===== src/hdl/r2p_pkg.sv =====
`timescale 1ns / 1ps
// ----------------------------------------------------------------------------
// r2p_pkg
// Shared types and constants of the rectangular-to-polar converter.
// ----------------------------------------------------------------------------
package r2p_pkg;

  localparam int DATA_WIDTH_DEF = 16;
  localparam int ITERATIONS_DEF = 16;

  // fractional guard bits on the CORDIC x/y datapath
  localparam int GUARD_BITS = 8;
  // angle accumulator, units of pi/2^31
  localparam int Z_WIDTH = 33;

  // 1/K in Q32 and sqrt(2) in Q32
  localparam logic [31:0] INV_GAIN_Q32 = 32'd2608131496;
  localparam logic [63:0] SQRT2_Q32 = 64'd6074001000;

  // atan(2^-i) in units of pi/2^31, truncated
  localparam logic [31:0] ATAN_UNITS [32] = '{
    32'd536870912, 32'd316933406, 32'd167458907, 32'd85004756, 32'd42667331,
    32'd21354465, 32'd10679838, 32'd5340245, 32'd2670163, 32'd1335087,
    32'd667544, 32'd333772, 32'd166886, 32'd83443, 32'd41721, 32'd20860,
    32'd10430, 32'd5215, 32'd2607, 32'd1303, 32'd651, 32'd325, 32'd162,
    32'd81, 32'd40, 32'd20, 32'd10, 32'd5, 32'd2, 32'd1, 32'd0, 32'd0
  };

  typedef enum logic [2:0] {
    RGN_RIGHT  = 3'd0,
    RGN_QUAD2  = 3'd1,
    RGN_QUAD3  = 3'd2,
    RGN_IMAG   = 3'd3,
    RGN_REAL   = 3'd4,
    RGN_ORIGIN = 3'd5
  } region_t;

  // sideband travelling alongside the CORDIC datapath
  typedef struct packed {
    region_t region;
    logic    neg;     // sign of the non-zero part on an axis
  } side_t;

endpackage


===== src/hdl/r2p_prep.sv =====
`timescale 1ns / 1ps
// ----------------------------------------------------------------------------
// r2p_prep
// Region classification and pre-rotation by pi into the right half plane.
// ----------------------------------------------------------------------------
module r2p_prep #(
  parameter int DATA_WIDTH = r2p_pkg::DATA_WIDTH_DEF,
  parameter int XW         = DATA_WIDTH + r2p_pkg::GUARD_BITS + 3
) (
  input  logic                              clk,
  input  logic                              rst,
  input  logic                              in_valid,
  output logic                              in_ready,
  input  logic signed [DATA_WIDTH-1:0]      real_part,
  input  logic signed [DATA_WIDTH-1:0]      imag_part,
  output logic                              out_valid,
  input  logic                              out_ready,
  output logic signed [XW-1:0]              x_out,
  output logic signed [XW-1:0]              y_out,
  output logic signed [r2p_pkg::Z_WIDTH-1:0] z_out,
  output r2p_pkg::side_t                    side_out,
  output logic        [DATA_WIDTH-1:0]      amag_out
);

  localparam int G   = r2p_pkg::GUARD_BITS;
  localparam int PAD = XW - DATA_WIDTH - 1 - G;

  logic signed [DATA_WIDTH:0] re_ext, im_ext, abs_re, abs_im, y_pre;
  logic                       re_neg, im_neg, re_zero, im_zero;
  logic signed [XW-1:0]       x_next, y_next;
  r2p_pkg::side_t             side_next;
  logic [DATA_WIDTH-1:0]      amag_next;
  logic                       vld;

  always_comb begin
    re_ext  = {real_part[DATA_WIDTH-1], real_part};
    im_ext  = {imag_part[DATA_WIDTH-1], imag_part};
    re_neg  = real_part[DATA_WIDTH-1];
    im_neg  = imag_part[DATA_WIDTH-1];
    re_zero = (real_part == '0);
    im_zero = (imag_part == '0);
    abs_re  = re_neg ? -re_ext : re_ext;
    abs_im  = im_neg ? -im_ext : im_ext;
    y_pre   = re_neg ? -im_ext : im_ext;
    x_next  = {{PAD{1'b0}}, abs_re, {G{1'b0}}};
    y_next  = {{PAD{y_pre[DATA_WIDTH]}}, y_pre, {G{1'b0}}};

    if (!re_neg && !re_zero && !im_zero) begin
      side_next.region = r2p_pkg::RGN_RIGHT;
    end else if (re_neg && !im_neg && !im_zero) begin
      side_next.region = r2p_pkg::RGN_QUAD2;
    end else if (re_neg && im_neg) begin
      side_next.region = r2p_pkg::RGN_QUAD3;
    end else if (re_zero && !im_zero) begin
      side_next.region = r2p_pkg::RGN_IMAG;
    end else if (im_zero && !re_zero) begin
      side_next.region = r2p_pkg::RGN_REAL;
    end else begin
      side_next.region = r2p_pkg::RGN_ORIGIN;
    end
    side_next.neg = re_zero ? im_neg : re_neg;
    amag_next     = im_zero ? abs_re[DATA_WIDTH-1:0] : abs_im[DATA_WIDTH-1:0];
  end

  assign in_ready  = !vld || out_ready;
  assign out_valid = vld;

  always_ff @(posedge clk) begin
    if (rst) begin
      vld <= 1'b0;
    end else if (in_ready) begin
      vld <= in_valid;
    end
  end

  always_ff @(posedge clk) begin
    if (in_valid && in_ready) begin
      x_out    <= x_next;
      y_out    <= y_next;
      z_out    <= '0;
      side_out <= side_next;
      amag_out <= amag_next;
    end
  end

endmodule


===== config.mk =====
export PLATFORM = sky130hd
export DESIGN_NAME = r2p_prep
export DESIGN_NICKNAME = d
export VERILOG_FILES = /design/src/hdl/r2p_pkg.sv /design/src/hdl/r2p_prep.sv
export SDC_FILE = /design/constraint.sdc
export NUM_CORES = 1
export LEC_CHECK = 0
export BUFFER_PORTS_ARGS = -buffer_cell sky130_fd_sc_hd__buf_2
export CAP_MARGIN = 0
export CORE_MARGIN = 2
export CORE_UTILIZATION = 45
export DETAILED_ROUTE_END_ITERATION = 12
export MAX_ROUTING_LAYER = met4
export PLACE_DENSITY_LB_ADDON = 0.2
export SYNTH_ARGS = -nofsm -noshare
export SYNTH_HDL_FRONTEND = slang
export SYNTH_SLANG_ARGS = --single-unit
export TNS_END_PERCENT = 1

===== constraint.sdc =====
create_clock -name clk -period 5.8 [get_ports clk]
set_input_delay 0.29 -clock clk [delete_from_list [all_inputs] [get_ports clk]]
set_output_delay 0.29 -clock clk [all_outputs]
set_load 0.01 [all_outputs]

# After elaboration in Yosys (flattened, before gate mapping)
# Index checks and enable logic that the tools add are counted.
[word_totals]
out_inout_bits = 109
ff_bits = 55
wordCells = 38
input_bits = 36
[op_classes]
mux = 9
n_addsub = 2
n_reduce_logical = 18
[op_table]
columns = ["cell", "n"]
rows = [
  ["$mux W16", 3],
  ["$neg A16 Y17", 2],
  ["$logic_not A16 Y1", 2],
  ["$mux W17", 1],
  ["$logic_and A1 B1 Y1", 8],
  ["$logic_not A1 Y1", 5],
  ["$mux W2", 2],
  ["$reduce_or A4 Y1", 1],
  ["$mux W1", 3],
  ["$reduce_or A2 Y1", 1],
  ["$logic_or A1 B1 Y1", 1],
]

# Logic depth before layout (Yosys ltp)
[depth]
word_depth = 7
ltp_mapped = 9
depth_no_buf = 8

# Worst setup path after synthesis
# OpenSTA, ideal clock, no wires.
[synth_timing]
path_type = "input to register"
start = "input port imag_part[1]"
end = "register amag_out[15] (data pin)"
path_slack_ns = 3.515
cell_stages = 7
path_buffers = 2
t_arrival_ns = 2.025
required_ns = 5.540
setup_ns = 0.260
cell_sequence = "inv_1 ha_1 or4b_1 buf_2 or4_4 buf_6 mux2_4"
[synth_between]
elab_chain_len = 3
word_cells_on_any_way = 4
classes_between = "1 x add/sub; 2 x mux; 1 x reduce/logical"
[synth_rtl]
columns = ["element", "line_no", "text"]
rows = [
  ["start, declared", "r2p_prep.sv:15", "input logic signed [DATA_WIDTH-1:0] imag_part,"],
  ["$neg A16 Y17", "--", ""],
  ["$mux W16", "r2p_prep.sv:43", "abs_im = im_neg ? -im_ext : im_ext;"],
  ["$mux W16 *", "r2p_prep.sv:62", "amag_next = im_zero ? abs_re[DATA_WIDTH-1:0] : abs_im[DATA_WIDTH-1:0];"],
  ["via amag_next[15]", "r2p_prep.sv:32", "logic [DATA_WIDTH-1:0] amag_next;"],
  ["end signal, assigned", "r2p_prep.sv:82", "amag_out <= amag_next;"],
  ["end, declared", "r2p_prep.sv:22", "output logic [DATA_WIDTH-1:0] amag_out"],
]
# The timed path passes the listed nets; every way through them passes the cells marked *.
# A chain may end at the register's enable or synchronous reset.

# Worst setup path in the final report
# Same ends and word-level chain as after synthesis.

==> impl_metrics.ini <==
[timing]
skew_ns = 0.0101
hold_viol = 0
rsz0062_at_grt = false
finalCritPeriodShare = 0.390
worst_pin_slew_ns = 0.689
layout_min_cycle_time_ns = 2.26
timing.fmax_mhz = 443
fin_tns_setup_ns = 0
drv_slew = 0
setup_viol = 0
relSlewSlack = 0.541

[synth]
ys_async_sr_fraction = 0
synth_seq_cells = 55
netlist_area_um2 = 3260
ys_seq_area_frac = 0.503
synth.distinct_cells = 39
yosysWarnings = 0
postSynthCellCount = 290
ys.flop_type = edfxtp_1
syn_area_per_cell_um2 = 11.2
synth_edf_count = 54

[global_routing]
grt_pass1_vias = 1954
grt_first_pass_wirelength_mm = 9.94
grt.overflow.total = 0
grt_max_degree = 55
grtUsageTotal = 0.172
antenna_found_initial = 0

[drt]
postRouteAntennaNets = 0
wl_per_cell_um = 14.4
initialDrtViolationCount = 101
detailroute.via_count = 2271
first_pass_iters = 5
wirelength_mm = 6.82
drcViolationCount = 0
vias_per_cell = 4.80

[cells_and_area]
final_common_cell = buf_2
final_cell_area_um2 = 3660
antenna_cells = 0
syn2layout_area_growth_pct = 12.2
nets = 413
drive_gt1_frac = 0.291
mostFrequentLayoutCells = buf_2 (93), edfxtp_1 (54), conb_1 (51), xnor2_1 (28), inv_1 (14)
fillers = 706

[die]
num_rows = 31
core-area_um2 = 7140
die_h_um = 89.1
initial_utilization = 0.457
pin_count = 145
die_area_um2 = 7950
die_x_um = 89.1

[clocking]
hold_buffers = 0
clk_latency_ns = 0.31
clk_pin_slew_ns = 0.10
cts.path.max_buffers = 2
clock-sinks = 55
ctsResizeCount = 0
cts_tree = yes
cts_root_buf = clkbuf_8
post-cts-setup-buffers = 0
htreeDepth = 2
cts_buffers = 5

[worst_setup_path]
start_kind = primary input
crit_required_ns = 5.87
cp-end-kind = flop
crit_type = in2reg
cp_data_arrival_time_ns = 2.33
critPathMaxFanout = 17

[power]
cellLeakagePower_nw = 1.52
ir_worst_vdd_mv = 0.0951
cellPowerDensity_nw_per_um2 = 234

[placed_design]
place_congestion = 0.760
port_buffers = 93
dp_hpwl_mm = 5.00
placed_area_um2 = 3580

[job]
maxCapViolCount = 0

[min_path]
holdCritPathClass = in2reg

[status]
outcome = finished clean
per-stage QoR:
stage                     setup WS (ns)  hold WS [ns]  power (mW)  utilization  cells
after detailed placement           3.22         0.448       0.660        0.501    465
after floorplan                    3.51         0.359       0.620            -    340
after global routing               3.47         0.115       0.901        0.513    473
after global placement             3.25         0.445       0.657        0.501    465
final                              3.54         0.127       0.856        0.513    473
after CTS                          3.56         0.117       0.863        0.513    473
final timing paths:
kind	from	to	slack [ns]	cells past startpoint
setup / recovery	imag_part[1]	amag_out[15]$_DFFE_PP_	3.54	6
hold / removal	rst	out_valid$_SDFFE_PP0N_	0.13	2
setup reg to reg	out_valid$_SDFFE_PP0N_	y_out[14]$_DFFE_PP_	4.30	3
hold reg to reg	out_valid$_SDFFE_PP0N_	out_valid$_SDFFE_PP0N_	0.52	2
area by class of cell:
type                    instances  area, um2  area share
inverters                      14       52.6      0.0144
clock buffers                   5       68.8      0.0188
flip-flops and latches         55       1640       0.449
clock inverters                 3       15.0     0.00410
multi-input cells             203       1280       0.351
repair buffers                 94        473       0.129
well taps                      99        124      0.0338
registers in the layout, summed over array words and instances, names as in the netlist:
register	flops
amag_out	16
y_out	17
x_out	17
out_valid	1
side_out	4
worst max-delay path, stage by stage:
cell	delay, ns
buf_2	0.13
inv_1	0.07
ha_1	0.18
or4b_1	0.60
or4_4	0.72
mux2_4	0.33
where the power goes:
part	total [mW]	internal, mW	switching [mW]
Clock	0.206	0.0824	0.124
Combinational	0.166	0.0612	0.104
Sequential	0.484	0.476	0.00814
Total	0.856	0.620	0.236
synth_stat cells (8+ instances only):
cell	count	area (um2)
inv_1	14	52.6
edfxtp_1	54	1620
or4_1	8	60.1
buf_4	53	398
xnor2_1	28	245
o31ai_1	11	82.6
xor2_1	11	96.3
o21ai_0	9	45.0
clkbuf_1	8	30.0
o41ai_1	9	78.8
nand2_1	11	41.3
o21ai_1	11	55.1
logic make-up (layout without fill, tap and decap cells):
group,after synthesis,after routing,share of synthesized area
and+or+nand+nor,54,54,0.0955
xor gates and xnor gates,39,39,0.105
muxes,2,2,0.00767
AOI/OAI and AO/OA,53,53,0.112
DFF,55,55,0.503
adders and majority gates,4,4,0.0153
buffers and inverters,82,116,0.161
other,1,51,0.00115
per-layer routing:
| metal | vias up | wire length (um) | global-route usage | part of all wire |
|---|---|---|---|---|
| li1 | 1096 | - | - | - |
| met1 | 1065 | 2980 | 0.228 | 0.44 |
| met2 | 105 | 3330 | 0.277 | 0.49 |
| met3 | 5 | 446 | 0.0259 | 0.065 |
| met4 | 0 | 63 | 0.0461 | 0.0092 |
| met5 | - | 0 | - | 0 |
Power figures use the tool's default switching activity.
