[src/hdl/r2p_pkg.sv]
`timescale 1ns / 1ps
// ----------------------------------------------------------------------------
// r2p_pkg
// Shared types and constants of the rectangular-to-polar converter.
// ----------------------------------------------------------------------------
package r2p_pkg;

  localparam int DATA_WIDTH_DEF = 16;
  localparam int ITERATIONS_DEF = 16;

  // fractional guard bits on the CORDIC x/y datapath
  localparam int GUARD_BITS = 8;
  // angle accumulator, units of pi/2^31
  localparam int Z_WIDTH = 33;

  // 1/K in Q32 and sqrt(2) in Q32
  localparam logic [31:0] INV_GAIN_Q32 = 32'd2608131496;
  localparam logic [63:0] SQRT2_Q32 = 64'd6074001000;

  // atan(2^-i) in units of pi/2^31, truncated
  localparam logic [31:0] ATAN_UNITS [32] = '{
    32'd536870912, 32'd316933406, 32'd167458907, 32'd85004756, 32'd42667331,
    32'd21354465, 32'd10679838, 32'd5340245, 32'd2670163, 32'd1335087,
    32'd667544, 32'd333772, 32'd166886, 32'd83443, 32'd41721, 32'd20860,
    32'd10430, 32'd5215, 32'd2607, 32'd1303, 32'd651, 32'd325, 32'd162,
    32'd81, 32'd40, 32'd20, 32'd10, 32'd5, 32'd2, 32'd1, 32'd0, 32'd0
  };

  typedef enum logic [2:0] {
    RGN_RIGHT  = 3'd0,
    RGN_QUAD2  = 3'd1,
    RGN_QUAD3  = 3'd2,
    RGN_IMAG   = 3'd3,
    RGN_REAL   = 3'd4,
    RGN_ORIGIN = 3'd5
  } region_t;

  // sideband travelling alongside the CORDIC datapath
  typedef struct packed {
    region_t region;
    logic    neg;     // sign of the non-zero part on an axis
  } side_t;

endpackage

[src/hdl/r2p_cell.sv]
`timescale 1ns / 1ps
// ----------------------------------------------------------------------------
// r2p_cell
// One CORDIC vectoring micro-rotation with its own pipeline register.
// ----------------------------------------------------------------------------
module r2p_cell #(
  parameter int DATA_WIDTH = r2p_pkg::DATA_WIDTH_DEF,
  parameter int XW         = DATA_WIDTH + r2p_pkg::GUARD_BITS + 3,
  parameter int SHIFT      = 0
) (
  input  logic                               clk,
  input  logic                               rst,
  input  logic                               in_valid,
  output logic                               in_ready,
  input  logic signed [XW-1:0]               x_in,
  input  logic signed [XW-1:0]               y_in,
  input  logic signed [r2p_pkg::Z_WIDTH-1:0] z_in,
  input  r2p_pkg::side_t                     side_in,
  input  logic        [DATA_WIDTH-1:0]       amag_in,
  output logic                               out_valid,
  input  logic                               out_ready,
  output logic signed [XW-1:0]               x_out,
  output logic signed [XW-1:0]               y_out,
  output logic signed [r2p_pkg::Z_WIDTH-1:0] z_out,
  output r2p_pkg::side_t                     side_out,
  output logic        [DATA_WIDTH-1:0]       amag_out
);

  localparam int ZW = r2p_pkg::Z_WIDTH;
  localparam logic signed [ZW-1:0] STEP = ZW'(r2p_pkg::ATAN_UNITS[SHIFT]);

  logic signed [XW-1:0] dx, dy, x_next, y_next;
  logic signed [ZW-1:0] z_next;
  logic                 vld;

  always_comb begin
    dx = y_in >>> SHIFT;
    dy = x_in >>> SHIFT;
    if (!y_in[XW-1]) begin
      x_next = x_in + dx;
      y_next = y_in - dy;
      z_next = z_in + STEP;
    end else begin
      x_next = x_in - dx;
      y_next = y_in + dy;
      z_next = z_in - STEP;
    end
  end

  assign in_ready  = !vld || out_ready;
  assign out_valid = vld;

  always_ff @(posedge clk) begin
    if (rst) begin
      vld <= 1'b0;
    end else if (in_ready) begin
      vld <= in_valid;
    end
  end

  always_ff @(posedge clk) begin
    if (in_valid && in_ready) begin
      x_out    <= x_next;
      y_out    <= y_next;
      z_out    <= z_next;
      side_out <= side_in;
      amag_out <= amag_in;
    end
  end

endmodule

[config.mk]
export PLATFORM = sky130hd
export DESIGN_NAME = r2p_cell
export DESIGN_NICKNAME = d
export VERILOG_FILES = /design/src/hdl/r2p_pkg.sv /design/src/hdl/r2p_cell.sv
export SDC_FILE = /design/constraint.sdc
export NUM_CORES = 1
export LEC_CHECK = 0
export BUFFER_PORTS_ARGS = -buffer_cell sky130_fd_sc_hd__buf_2
export CAP_MARGIN = 10
export CELL_PAD_IN_SITES_DETAIL_PLACEMENT = 1
export CELL_PAD_IN_SITES_GLOBAL_PLACEMENT = 2
export CORE_MARGIN = 2
export CORE_UTILIZATION = 34
export DETAILED_ROUTE_END_ITERATION = 6
export HOLD_SLACK_MARGIN = 0.08
export PLACE_DENSITY_LB_ADDON = 0.1
export SLEW_MARGIN = 10
export SYNTH_ARGS = -nofsm -noshare
export SYNTH_HDL_FRONTEND = slang
export SYNTH_SLANG_ARGS = --single-unit
[constraint.sdc]
create_clock -name clk -period 6.7 [get_ports clk]
set_clock_uncertainty 0.15 [all_clocks]
set_input_delay 1.005 -clock clk [delete_from_list [all_inputs] [get_ports clk]]
set_output_delay 1.005 -clock clk [all_outputs]
set_load 0.01 [all_outputs]
; ---- Yosys cells after proc, flatten, opt, wreduce, memory -nomap -nowiden
; Index checks and enable logic that the tools add are counted.
[op_classes]
n_addsub = 5
n_reduce_logical = 3
n_mux = 3
[op_table]
columns = op, n
row1 = 27-bit 2-to-1 mux, 2
row2 = 27-bit subtractor, 2
row3 = "33-bit by 31-bit adder with 33-bit output, second input constant", 1
row4 = 33-bit 2-to-1 mux, 1
row5 = "33-bit by 31-bit subtractor with 33-bit output, second input constant", 1
row6 = 27-bit adder, 1
row7 = 1-bit logical AND, 1
row8 = 1-bit logical NOT, 1
row9 = 1-bit logical OR, 1
[totals]
word_cells = 18
ff_bits = 108
in_bits = 111

; ---- Longest topological paths before layout
[logic_depth]
depth_word = 3
ltp_mapped = 12
mapped_depth_nobuf = 12

; ---- Worst setup path after synthesis
; Ideal clock, no wire load.
[synth_path]
path_kind = input to register
start = input port out_ready
end = register amag_out[0], enable pin
setup_slack_ns = 2.403
stages = 2
t_required_ns = 6.073
arrival_ns = 3.669
path_buffers = 0
setup_time_ns = 0.477
path_cell_list = nand2b_1 and2_1
[synth_via]
elab_chain_len = 2
[synth_lines]
columns = element, line_no
row1 = start: declaration, r2p_cell.sv:21  ; input logic out_ready,
row2 = 1-bit logical OR, r2p_cell.sv:50  ; assign in_ready = !vld || out_ready;
row3 = 1-bit logical AND, r2p_cell.sv:62  ; if (in_valid && in_ready) begin
row4 = end signal: assignment, r2p_cell.sv:67  ; amag_out <= amag_in;
row5 = end: declaration, r2p_cell.sv:26  ; output logic [DATA_WIDTH-1:0] amag_out
; Every way passes these cells.
; A chain may end at the register's enable or synchronous reset.

; ---- Worst setup path in the final report
[layout_path]
start = input port x_in[0]
end = register y_out[26] (data pin)
[layout_via]
elab_chain_len = 2
word_cells_on_any_way = 3
cone_classes = add/sub: 2 / mux: 1
[layout_lines]
columns = element, line_no
row1 = start: declaration, r2p_cell.sv:15  ; input logic signed [XW-1:0] x_in,
row2 = 27-bit subtractor or 27-bit adder (tied branches), "r2p_cell.sv:41, r2p_cell.sv:45"
row3 = 27-bit 2-to-1 mux *, r2p_cell.sv:39  ; if (!y_in[XW-1]) begin
row4 = named net y_next[26], r2p_cell.sv:32  ; logic signed [XW-1:0] dx, dy, x_next, y_next;
row5 = end signal: assignment, r2p_cell.sv:64  ; y_out <= y_next;
row6 = end: declaration, r2p_cell.sv:23  ; output logic signed [XW-1:0] y_out,
; Mark *: on every way through the listed nets, which the timed path passes. The rest lies on a longest branch.

==> reports/qor.csv <==
stage,metric,value,unit
power_and_ir_drop,ir_drop,0.0000994,V
synthesis,async_flop_share,0,
clock_network,cts_resized,0,
power_and_ir_drop,pwr-share-clk,0.279,
layout,syn_to_final_growth,21.3,%
synthesis,synth_ff_type,edfxtp_1,
timing,slew_viol_final,0,
placement,dpl.hpwl,19800,um
layout,drive_gt1_frac,0.257,
drt,dr.pass1.iters,4,
synthesis,yosys_warnings,0,
worst_setup_path,crit_arrival,4.00,ns
die,boundaryPins,220,
flow_run,maxCapViolCount,0,
clock_network,numCtsBuffers,9,
drt,routed_wl,25000,um
timing,max_freq,248,MHz
power_and_ir_drop,switching_power,0.678,mW
clock_network,cts_root_buffer,clkbuf_16,
drt,antenna_left,0,
timing,worstMarginPinSlew,0.977,ns
drt,drt_iter0_drc,439,
status,status,"complete, no violations",
drt,wl_per_cell,19.7,um
clock_network,path_clk_slew,0.08,ns
synthesis,synth_nets,979,
die,die_w,154,um
drt,via_count,6597,
synthesis,synthTopCellsByCount,"edfxtp_1 (106), a21oi_1 (90), ha_1 (80)",
synthesis,syn_area,7640,um2
power_and_ir_drop,internal-power,1.32,mW
layout,final_core_util,0.422,
global_route,grt_util_all_layers,0.211,
clock_network,htreeDepth,3,
timing,setup_tns,0,ns
synthesis,yosysTopAreaCellShare,0.417,
synthesis,ys_seq_area_frac,0.419,
die,start_util,0.348,
placement,pre_cts_ws,2.30,ns
worst_setup_path,cp_slowest_cell,fa_1,
timing,hold_viol,0,
global_route,overflow,0,
worst_hold_path,min_path_type,reg2reg,
clock_network,cts_hold_buffers,0,
power_and_ir_drop,leakage,4.09,nW
drt,routed_via_density,5.19,
placement,port_buffers,219,
power_and_ir_drop,comb_power_share,0.299,
clock_network,worstSkewPairLatency,0.36,ns
global_route,antenna_found_initial,2,
power_and_ir_drop,swShare,0.340,
layout,num-fill-cells,2585,
timing,min_period_over_period,0.602,
layout,num_antenna_cells,0,
power_and_ir_drop,p_per_area,215,nW/um2
worst_setup_path,cp_num_buf_inv,1,
synthesis,synth_edf_count,106,
timing,rsz0062_at_grt,false,
synthesis,ys_ff_latch,107,
timing,fin_crit,4.03,ns
clock_network,cts_tree,done,
clock_network,cts.sinks,107,
synthesis,syn_area_per_cell,9.74,um2
synthesis,synth.area.top_cells,"edfxtp_1 (42%), ha_1 (13%), a21oi_1 (5.9%), xnor2_1 (4.7%), inv_1 (3.8%)",
worst_setup_path,cpPeakStageDelay,0.43,ns
die,die_y,154,um
clock_network,clk_path_buf_depth,2,
drt,drc_errors,0,
timing,setup_viol,0,
die,fp.coreArea,22000,um2
synthesis,synth_cell_type_count,68,
worst_setup_path,cp_cell_sequence,"buf_2, ha_1, fa_1, nor3b_1, o31ai_2, a311oi_1, a211o_1, a221o_1, a211oi_2, o2111a_1, a31o_1, xor2_1",
worst_setup_path,crit_type,in2reg,
synthesis,yosysMostFrequentCell,edfxtp_1,
worst_setup_path,critPathLaunchType,primary input,
global_route,grt_pass1_wl,38800,um
timing,timing.final.ws_setup,2.67,ns
global_route,grt_pass1_vias,6727,
global_route,grt_max_degree,78,
synthesis,synthCells,784,
worst_setup_path,end_kind,flip-flop,
die,core.rowCount,54,
die,die_area,23700,um2
worst_setup_path,cp_max_fo,3,
layout,fin_nets,1180,
timing,slew_headroom,0.349,
placement,routabilityCongestion,0.845,
worst_setup_path,critical_path_required,6.67,ns
power_and_ir_drop,share_seq_of_total_power,0.423,
synthesis,synth_top_cell_by_area,edfxtp_1,
worst_setup_path,path_delay_family,compound AO/OA/AOI/OAI gates,
clock_network,post_cts.repair.setup_buffers,0,
[stage by stage]
| stage | cell area, um2 | total power, mW | cells | hold WS, ns |
|---|---|---|---|---|
| 2_1_floorplan | 7640 | 1.23 | 784 | 0.443 |
| 3_3_place_gp | 8970 | 1.45 | 1254 | 0.359 |
| 3_5_place_dp | 8970 | 1.46 | 1254 | 0.385 |
| 4_1_cts | 9260 | 2.01 | 1270 | 0.400 |
| 5_1_grt | 9260 | 2.10 | 1270 | 0.451 |
| 6_report | 9260 | 1.99 | 1270 | 0.404 |
[flip-flops by register name, summed over array words and instances (netlist names)]
register   count
z_out         33
amag_out      16
x_out         26
y_out         27
out_valid      1
side_out       4
[kinds of logic (layout without fill, tap and decap cells)]
logic type,count (synthesis),in the layout,synth area share
compound gates,236,236,0.198
simple gates,176,176,0.107
buf+inv,119,325,0.0614
flops,107,107,0.419
fa+ha+maj,84,84,0.142
xor+xnor,53,53,0.0608
mux,9,9,0.0118
[worst paths after layout]
check | start | to | slack (ns) | cells past startpoint
setup / recovery | x_in[0] | y_out[26]$_DFFE_PP_ | 2.67 | 12
hold / removal | out_valid$_SDFFE_PP0N_ | out_valid$_SDFFE_PP0N_ | 0.40 | 2
setup reg to reg | out_valid$_SDFFE_PP0N_ | y_out[7]$_DFFE_PP_ | 4.38 | 3
hold reg to reg | out_valid$_SDFFE_PP0N_ | out_valid$_SDFFE_PP0N_ | 0.40 | 2
[layer usage]
metal | GRT usage | part of all wire | vias to the layer above | routed length [um]
met5 | 0 | 0.00048 | - | 12
met3 | 0.0333 | 0.051 | 18 | 1270
met2 | 0.351 | 0.46 | 210 | 11600
li1 | - | - | 3195 | -
met1 | 0.289 | 0.47 | 3172 | 11900
met4 | 0.0490 | 0.012 | 2 | 291
[worst register-to-register path: stages, from the launching register on]
cell and delay (ns):
dfxtp_1 0.31, nand2b_1 0.12, and2_4 0.45, buf_4 0.84
[area by class of cell]
class | count | area (um2) | area share
clock buffer | 9 | 225 | 0.0243
clock inverter | 7 | 67.6 | 0.00730
inverter | 86 | 323 | 0.0349
multi-input combinational | 558 | 3970 | 0.428
sequential | 107 | 3200 | 0.346
tap | 280 | 350 | 0.0378
timing repair buffer | 223 | 1130 | 0.122
[cell usage in the layout, fill, tap and decap left out, types with 3 or more instances in the layout]
cell / instances
edfxtp_1: 106
inv_6: 3
o31ai_1: 4
fa_1: 4
a21o_1: 8
a311oi_1: 5
nor2_1: 70
buf_4: 4
nand2_1: 35
xor2_1: 12
o21ai_0: 47
ha_1: 80
a21oi_1: 90
nand4_1: 6
clkbuf_16: 9
o21ai_1: 3
o31a_1: 4
inv_1: 78
nor2b_1: 7
xnor2_1: 41
o21a_1: 6
or3_1: 7
nand3_1: 8
o21bai_1: 15
nor3_1: 18
clkinv_1: 6
mux2i_1: 9
nor4_1: 4
o41ai_1: 3
nand2b_1: 9
a221oi_1: 3
a211oi_1: 6
a31oi_1: 7
buf_2: 219
[power by group through the flow]
stage                     clock network, mW  registers, mW  logic (mW)
final                                 0.556          0.843       0.596
after global routing                  0.588          0.850       0.658
after CTS                             0.567          0.845       0.601
after detailed placement                  0          0.860       0.597
after global placement                    0          0.857       0.596
after floorplan                           0          0.899       0.334
Power figures use the tool's default switching activity.
