**src/hdl/r2p_pkg.sv**
```systemverilog
`timescale 1ns / 1ps
// ----------------------------------------------------------------------------
// r2p_pkg
// Shared types and constants of the rectangular-to-polar converter.
// ----------------------------------------------------------------------------
package r2p_pkg;

  localparam int DATA_WIDTH_DEF = 16;
  localparam int ITERATIONS_DEF = 16;

  // fractional guard bits on the CORDIC x/y datapath
  localparam int GUARD_BITS = 8;
  // angle accumulator, units of pi/2^31
  localparam int Z_WIDTH = 33;

  // 1/K in Q32 and sqrt(2) in Q32
  localparam logic [31:0] INV_GAIN_Q32 = 32'd2608131496;
  localparam logic [63:0] SQRT2_Q32 = 64'd6074001000;

  // atan(2^-i) in units of pi/2^31, truncated
  localparam logic [31:0] ATAN_UNITS [32] = '{
    32'd536870912, 32'd316933406, 32'd167458907, 32'd85004756, 32'd42667331,
    32'd21354465, 32'd10679838, 32'd5340245, 32'd2670163, 32'd1335087,
    32'd667544, 32'd333772, 32'd166886, 32'd83443, 32'd41721, 32'd20860,
    32'd10430, 32'd5215, 32'd2607, 32'd1303, 32'd651, 32'd325, 32'd162,
    32'd81, 32'd40, 32'd20, 32'd10, 32'd5, 32'd2, 32'd1, 32'd0, 32'd0
  };

  typedef enum logic [2:0] {
    RGN_RIGHT  = 3'd0,
    RGN_QUAD2  = 3'd1,
    RGN_QUAD3  = 3'd2,
    RGN_IMAG   = 3'd3,
    RGN_REAL   = 3'd4,
    RGN_ORIGIN = 3'd5
  } region_t;

  // sideband travelling alongside the CORDIC datapath
  typedef struct packed {
    region_t region;
    logic    neg;     // sign of the non-zero part on an axis
  } side_t;

endpackage

```
**src/hdl/r2p_post.sv**
```systemverilog
`timescale 1ns / 1ps
// ----------------------------------------------------------------------------
// r2p_post
// Gain compensation, angle rounding and quadrant offset, special-case
// selection. Two register stages; the second is the output register.
// ----------------------------------------------------------------------------
module r2p_post #(
  parameter int DATA_WIDTH = r2p_pkg::DATA_WIDTH_DEF,
  parameter int XW         = DATA_WIDTH + r2p_pkg::GUARD_BITS + 3
) (
  input  logic                               clk,
  input  logic                               rst,
  input  logic                               in_valid,
  output logic                               in_ready,
  input  logic signed [XW-1:0]               x_in,
  input  logic signed [r2p_pkg::Z_WIDTH-1:0] z_in,
  input  r2p_pkg::side_t                     side_in,
  input  logic        [DATA_WIDTH-1:0]       amag_in,
  output logic                               out_valid,
  input  logic                               out_ready,
  output logic        [DATA_WIDTH-1:0]       magnitude,
  output logic signed [DATA_WIDTH:0]         angle,
  output logic        [2:0]                  region
);

  localparam int ZW  = r2p_pkg::Z_WIDTH;
  localparam int G   = r2p_pkg::GUARD_BITS;
  localparam int SH  = 32 - DATA_WIDTH;
  localparam int AW  = ZW + 2;
  localparam int HW  = XW - 16;
  localparam int PLW = 48;
  localparam int PHW = HW + 32;
  localparam int PW  = XW + 32;
  localparam int MW  = XW + 1;

  localparam logic signed [ZW-1:0] RND     = (ZW'(1) << SH) >>> 1;
  localparam logic signed [AW-1:0] HALF    = AW'(1) << (DATA_WIDTH - 1);
  localparam logic signed [AW-1:0] QUARTER = AW'(1) << (DATA_WIDTH - 2);
  localparam logic [63:0] CAP_FULL =
    (r2p_pkg::SQRT2_Q32 << (DATA_WIDTH - 1)) + 64'h8000_0000;
  localparam logic [MW-1:0] MAG_CAP = MW'(CAP_FULL[63:32]);
  localparam logic [MW-1:0] MAG_RND = MW'(1) << (G - 1);

  // stage 1
  logic signed [ZW-1:0] z_rnd;
  logic signed [AW-1:0] a_base, a_sum, a_sel;
  logic [PLW-1:0]       p_lo, p_lo_next;
  logic [PHW-1:0]       p_hi, p_hi_next;
  logic signed [DATA_WIDTH:0] ang1;
  r2p_pkg::side_t       side1;
  logic [DATA_WIDTH-1:0] amag1;
  logic                 v1, rdy1;

  // stage 2
  logic [PW-1:0]        p_sum;
  logic [MW-1:0]        t_val, m_rnd, m_cap;
  logic [DATA_WIDTH-1:0] mag_next;
  logic                 v2, rdy2;

  always_comb begin
    z_rnd     = (z_in + RND) >>> SH;
    a_base    = AW'(z_rnd);
    a_sum     = a_base;
    a_sel     = '0;
    p_lo_next = PLW'(x_in[15:0]) * PLW'(r2p_pkg::INV_GAIN_Q32);
    p_hi_next = PHW'(x_in[XW-1:16]) * PHW'(r2p_pkg::INV_GAIN_Q32);
    case (side_in.region)
      r2p_pkg::RGN_QUAD2: a_sum = a_base + HALF;
      r2p_pkg::RGN_QUAD3: a_sum = a_base - HALF;
      default:            a_sum = a_base;
    endcase
    case (side_in.region)
      r2p_pkg::RGN_RIGHT, r2p_pkg::RGN_QUAD2, r2p_pkg::RGN_QUAD3: begin
        if (a_sum > HALF) begin
          a_sel = HALF;
        end else if (a_sum < -HALF) begin
          a_sel = -HALF;
        end else begin
          a_sel = a_sum;
        end
      end
      r2p_pkg::RGN_IMAG: a_sel = side_in.neg ? -QUARTER : QUARTER;
      r2p_pkg::RGN_REAL: a_sel = side_in.neg ? HALF : '0;
      default:           a_sel = '0;
    endcase
  end

  assign rdy2     = !v2 || out_ready;
  assign rdy1     = !v1 || rdy2;
  assign in_ready = rdy1;

  always_ff @(posedge clk) begin
    if (rst) begin
      v1 <= 1'b0;
    end else if (rdy1) begin
      v1 <= in_valid;
    end
  end

  always_ff @(posedge clk) begin
    if (in_valid && rdy1) begin
      p_lo  <= p_lo_next;
      p_hi  <= p_hi_next;
      ang1  <= a_sel[DATA_WIDTH:0];
      side1 <= side_in;
      amag1 <= amag_in;
    end
  end

  always_comb begin
    p_sum = (PW'(p_hi) << 16) + PW'(p_lo);
    t_val = MW'(p_sum[PW-1:32]);
    m_rnd = (t_val + MAG_RND) >> G;
    m_cap = (m_rnd > MAG_CAP) ? MAG_CAP : m_rnd;
    case (side1.region)
      r2p_pkg::RGN_IMAG, r2p_pkg::RGN_REAL: mag_next = amag1;
      r2p_pkg::RGN_ORIGIN:                  mag_next = '0;
      default:                              mag_next = m_cap[DATA_WIDTH-1:0];
    endcase
  end

  assign out_valid = v2;

  always_ff @(posedge clk) begin
    if (rst) begin
      v2 <= 1'b0;
    end else if (rdy2) begin
      v2 <= v1;
    end
  end

  always_ff @(posedge clk) begin
    if (v1 && rdy2) begin
      magnitude <= mag_next;
      angle     <= ang1;
      region    <= side1.region;
    end
  end

endmodule

```
**config.mk**
```make
export PLATFORM = sky130hd
export DESIGN_NAME = r2p_post
export DESIGN_NICKNAME = d
export VERILOG_FILES = /design/src/hdl/r2p_pkg.sv /design/src/hdl/r2p_post.sv
export SDC_FILE = /design/constraint.sdc
export NUM_CORES = 1
export LEC_CHECK = 0
export BUFFER_PORTS_ARGS = -buffer_cell sky130_fd_sc_hd__buf_2
export CAP_MARGIN = 40
export CELL_PAD_IN_SITES_DETAIL_PLACEMENT = 0
export CELL_PAD_IN_SITES_GLOBAL_PLACEMENT = 1
export CORE_MARGIN = 2
export CORE_UTILIZATION = 56
export CTS_BUF_LIST = sky130_fd_sc_hd__clkbuf_8
export DETAILED_ROUTE_END_ITERATION = 16
export GPL_ROUTABILITY_DRIVEN = 0
export PLACE_DENSITY_LB_ADDON = 0.1
export SYNTH_ARGS = -nofsm -noshare
export SYNTH_HDL_FRONTEND = slang
export SYNTH_SLANG_ARGS = --single-unit
```
**constraint.sdc**
```tcl
create_clock -name clk -period 16.1 [get_ports clk]
set_input_delay 2.415 -clock clk [delete_from_list [all_inputs] [get_ports clk]]
set_output_delay 2.415 -clock clk [all_outputs]
set_load 0.02 [all_outputs]
```
After elaboration in Yosys (flattened, before gate mapping)
Index checks and enable logic that the tools add are counted.

word-level totals
  memories = 0
  flip-flop bits (word level) = 159
  memory bits (writable) = 0
  output and inout bits = 38
  word-level logic and storage cells = 44
  input bits = 84
  ROM bits = 0
  bits in latches = 0

cells by class
  equal/unequal tests = 7
  muxes and demuxes = 8
  magnitude comparators = 3
  reductions and logical operators = 9
  $add $sub $neg = 5
  divide/modulo/power cells = 0
  multiply operators = 2
  bitwise gates (word level) = 0
  shift operators = 0

operators by type and width
  cell                                                                             count
  35-bit one-hot mux with 2 select lines                                           1
  59-bit by 48-bit adder with 59-bit output                                        1
  17-bit two-way mux                                                               3
  17-bit one-hot mux with 3 select lines                                           1
  16-bit by 29-bit multiplier with 45-bit output (second input constant)           1
  11-bit by 29-bit multiplier with 40-bit output (second input constant)           1
  35-bit by 17-bit > comparator with 1-bit output (second input constant)          1
  35-bit by 16-bit less-than comparator with 1-bit output (second input constant)  1
  33-bit by 17-bit adder with 33-bit output (second input constant)                1
  16-bit two-way mux                                                               2
  16-bit one-hot mux with 2 select lines                                           1
  27-bit by 8-bit adder with 28-bit output (second input constant)                 1
  20-bit by 16-bit > comparator with 1-bit output (second input constant)          1
  17-bit by 17-bit adder with 18-bit output (second input constant)                1
  17-bit by 17-bit subtractor with 18-bit output (second input constant)           1
  3-bit by 2-bit equality test with 1-bit output (second input constant)           3
  3-bit equality test (second input constant)                                      3
  3-bit by 1-bit equality test with 1-bit output (second input constant)           1
  3-bit zero test                                                                  1
  3-bit OR reduction                                                               1
  1-bit logical AND                                                                2
  1-bit zero test                                                                  2
  1-bit logical OR                                                                 2
  2-bit OR reduction                                                               1

Logic depth before layout (Yosys ltp)
  depth after elaboration = 7
  depth in mapped cells = 26
  mapped depth without buffers = 26

Worst setup path before layout
Ideal clock, no wire load.

  path type = in2reg
  start point = in x_in[4]
  end point = reg p_lo[40] (data pin)
  setup time = 265 ps
  stages on the path = 24
  data required time = 15835 ps
  data arrival time = 8192 ps
  path slack = 7643 ps
  buffers on the path = 0
  cell sequence = fa_1 > inv_1 > fa_1 > inv_1 > fa_1 > fa_1 > fa_1 > inv_1 > fa_1 > inv_1 > ha_1 > a21o_1 > a21o_1 > a221o_1 > a21oi_1 > o211ai_1 > a21oi_1 > nor3_1 > nor4b_1 > o21ai_0 > and2_1 > nor2_1 > o21ai_0 > xor2_1

on the way
  word-level cells in the longest chain between the ends = 1

ends and longest elaborated chain
  what                                            RTL line         RTL
  start: declaration                              r2p_post.sv:15   input logic signed [XW-1:0] x_in,
  16-bit by 29-bit multiplier with 45-bit output  r2p_post.sv:65   p_lo_next = PLW'(x_in[15:0]) * PLW'(r2p_pkg::INV_GAIN_Q32);
  via p_lo_next[40]                               r2p_post.sv:47   logic [PLW-1:0] p_lo, p_lo_next;
  end signal: assignment                          r2p_post.sv:102  p_lo <= p_lo_next;
  end: declaration                                r2p_post.sv:47

The timed path passes the listed nets, and every way through them passes these cells.
A chain may end at the register's enable or synchronous reset.

Worst setup path after layout
  start point = in x_in[8]
  end point = reg p_lo[40] (data pin)

The elaborated chain is that of the path after synthesis.

==> results.txt <==
status -> finished, final reports clean
Syn Std Cell Area -> 20,200 um2
Slew @ Worst Pin -> 0.742 ns
CTS sink count -> 143
XOR/XNOR Fraction of Synth Area -> 4.50%
Fin Clk Skew -> 0.0359 ns
dpl hpwl -> 39.0 mm
Tmin final -> 9.31 ns
Worst R2R End -> magnitude[9]
Setup Fix Bufs, Post-CTS -> 0
Pre-antenna DRT Iters -> 5
cts hold-fix bufs -> 0
post-synthesis area per instance -> 10.4 um2
FF-to-FF Start -> p_lo[38]
initial DRC count -> 854
FFs w/ async S/R, synth -> 0%
CP arrival -> 9.53 ns
Slowest cell on crit path -> fa_1
gr usage total -> 25.7%
Synth Area in Adders -> 46.7%
Worst setup EP type -> flop
IO Pins -> 122
vias in the first global route -> 14,378
Clk Latency, worst-skew pair -> 0.48 ns
reg2reg setup slack -> 11.06 ns
R2R cell count -> 14
root buf cell -> clkbuf_8
Final #Nets -> 2,716
Post-route DRC -> 0
Placeable Area -> 35,600 um2
largest family of logic cells by synthesized area -> adder cells
Unique masters post-synth -> 83
IO Port Bufs -> 106
chip height -> 194 um
critical path's most frequent cell -> fa_1
Crit Path Max Fanout -> 8
Slew Limit Headroom -> 50.2%
Final Max Tran Viols -> 0
final WL -> 45.7 mm
worst setup path category -> in2reg
synthesized instance count -> 1,937
via count -> 13,771
n_diodes -> 0
Mapped Nets -> 2,604
GRT Residual Overflow -> 0
#FFs+latches synth -> 143
CTS tree -> built
Synth warnings -> 0
Initial Utilization -> 56.8%
Setup TNS -> 0 ns
antenna violations before repair -> 0
num rows -> 69
DRT antenna net count -> 0
Die Area -> 37,600 um2
Final Hold Vio Count -> 0
P&R area growth vs syn -> 7.32%
Post-CTS Resized -> 0
CTS Buf Count -> 17
Synth Area in Compound Gates -> 9.90%
routed vias/inst -> 5.46
crit path from -> x_in[8]
FMAX -> 107 MHz
register clock-pin slew on the reported worst setup and hold paths -> 0.10 ns
register area share after synthesis -> 21.1%
crit share post-route -> 57.8%
simple-gate share of the synthesized area -> 8.50%
final setup vio count -> 0
proportion of layout cells with a drive suffix above 1 -> 8.39%
max_cap viols -> 0
mux share of post-synthesis cell area -> 0.303%
H-tree depth -> 4
largest net degree at the start of global routing -> 73
min-delay worst type -> reg2reg
WP data required -> 16.32 ns
Top FF cell, synth -> edfxtp_1
Worst setup SP type -> input pin
first-pass GRT wire length -> 76.1 mm
crit-path max cell delay -> 0.64 ns
average wire per standard cell -> 18.1 um
worst setup path end -> p_lo[40]
RSZ-0062 raised after global routing -> no
Die Span X -> 194 um
Max Root-Sink Buffers -> 2
number of enable flip-flop cells after synthesis -> 141
worst min path at each step:
| stage | cells past startpoint | to | slack [ns] | from |
|---|---|---|---|---|
| floorplan | 0 | angle[0] | 0.40 | ang1[0] |
| global placement | 0 | angle[4] | 0.40 | ang1[4] |
| detailed placement | 0 | angle[10] | 0.40 | ang1[10] |
| CTS | 0 | angle[8] | 0.42 | ang1[8] |
| global route | 0 | angle[4] | 0.44 | ang1[4] |
| finish | 0 | angle[8] | 0.42 | ang1[8] |
per-layer routing:
metal	up-vias	GRT usage, %	share of wire [%]
met5	-	0	0
met4	0	3.96	1.1
met3	35	6.61	7.5
li1	6640	-	-
met2	370	38.8	44
met1	6726	38.3	47
placed cells by master, fill, tap and decap left out, types with 29 or more instances in the layout:
master,count
nor2_1,86
xnor2_1,65
ha_1,298
a21o_1,33
fa_1,285
edfxtp_1,141
xor2_1,39
a21oi_1,85
nand3_1,29
inv_1,461
o21ai_0,42
buf_2,106
nand2_1,65
worst max-delay path: cells and delay by family:
kind | cells | cell delay, ns
simple gates | 4 | 0.98
buf+inv | 5 | 0.58
xor+xnor | 1 | 0.15
fa+ha+maj | 7 | 3.57
compound gates | 8 | 1.82
cells in the mapped netlist (20+ instances only):
cell | instances | area share (%)
fa_1 | 285 | 28
a21o_1 | 33 | 1.2
xor2_1 | 39 | 1.7
ha_1 | 298 | 18
inv_1 | 461 | 8.6
edfxtp_1 | 141 | 21
o21ai_0 | 42 | 1.0
xnor2_1 | 65 | 2.8
nand2_1 | 65 | 1.2
a21oi_1 | 85 | 2.1
nand2b_1 | 20 | 0.62
nor2_1 | 86 | 1.6
nand3_1 | 29 | 0.72
state kept, by name (all words and copies together) (netlist names):
signal	flops
angle	17
p_lo	29
region	3
p_hi	40
ang1	17
out_valid	1
v1	1
side1	3
amag1	16
magnitude	16
logic make-up (layout without fill, tap and decap cells):
family	count (synthesis)	after routing
simple gates	328	328
fa+ha+maj	583	583
xor+xnor	104	104
buf+inv	479	604
flops	143	143
mux	6	6
compound gates	294	294
final cells by class:
class	count	area (um2)
clock buffers	17	234
fillers	3049	13900
flip-flops and latches	143	4270
repair buffers	111	597
well taps	461	577
multi-input cells	1315	14100
clock inverters	15	150
inverters	461	1730
per-stage QoR:
step | hold WS [ns] | cell area, um2 | util, % | cells | setup WS, ns
6_report | 0.417 | 21700 | 61.0 | 2523 | 6.79
5_1_grt | 0.437 | 21700 | 61.0 | 2523 | 6.52
4_1_cts | 0.418 | 21700 | 61.0 | 2523 | 6.95
3_5_place_dp | 0.405 | 21300 | 59.9 | 2491 | 6.48
3_3_place_gp | 0.401 | 21300 | 59.8 | 2488 | 6.52
2_1_floorplan | 0.400 | 20200 | - | 1937 | 7.64
Power is not shown: default switching activity piles up to over one toggle a cycle in this logic, so the estimate is an artifact.
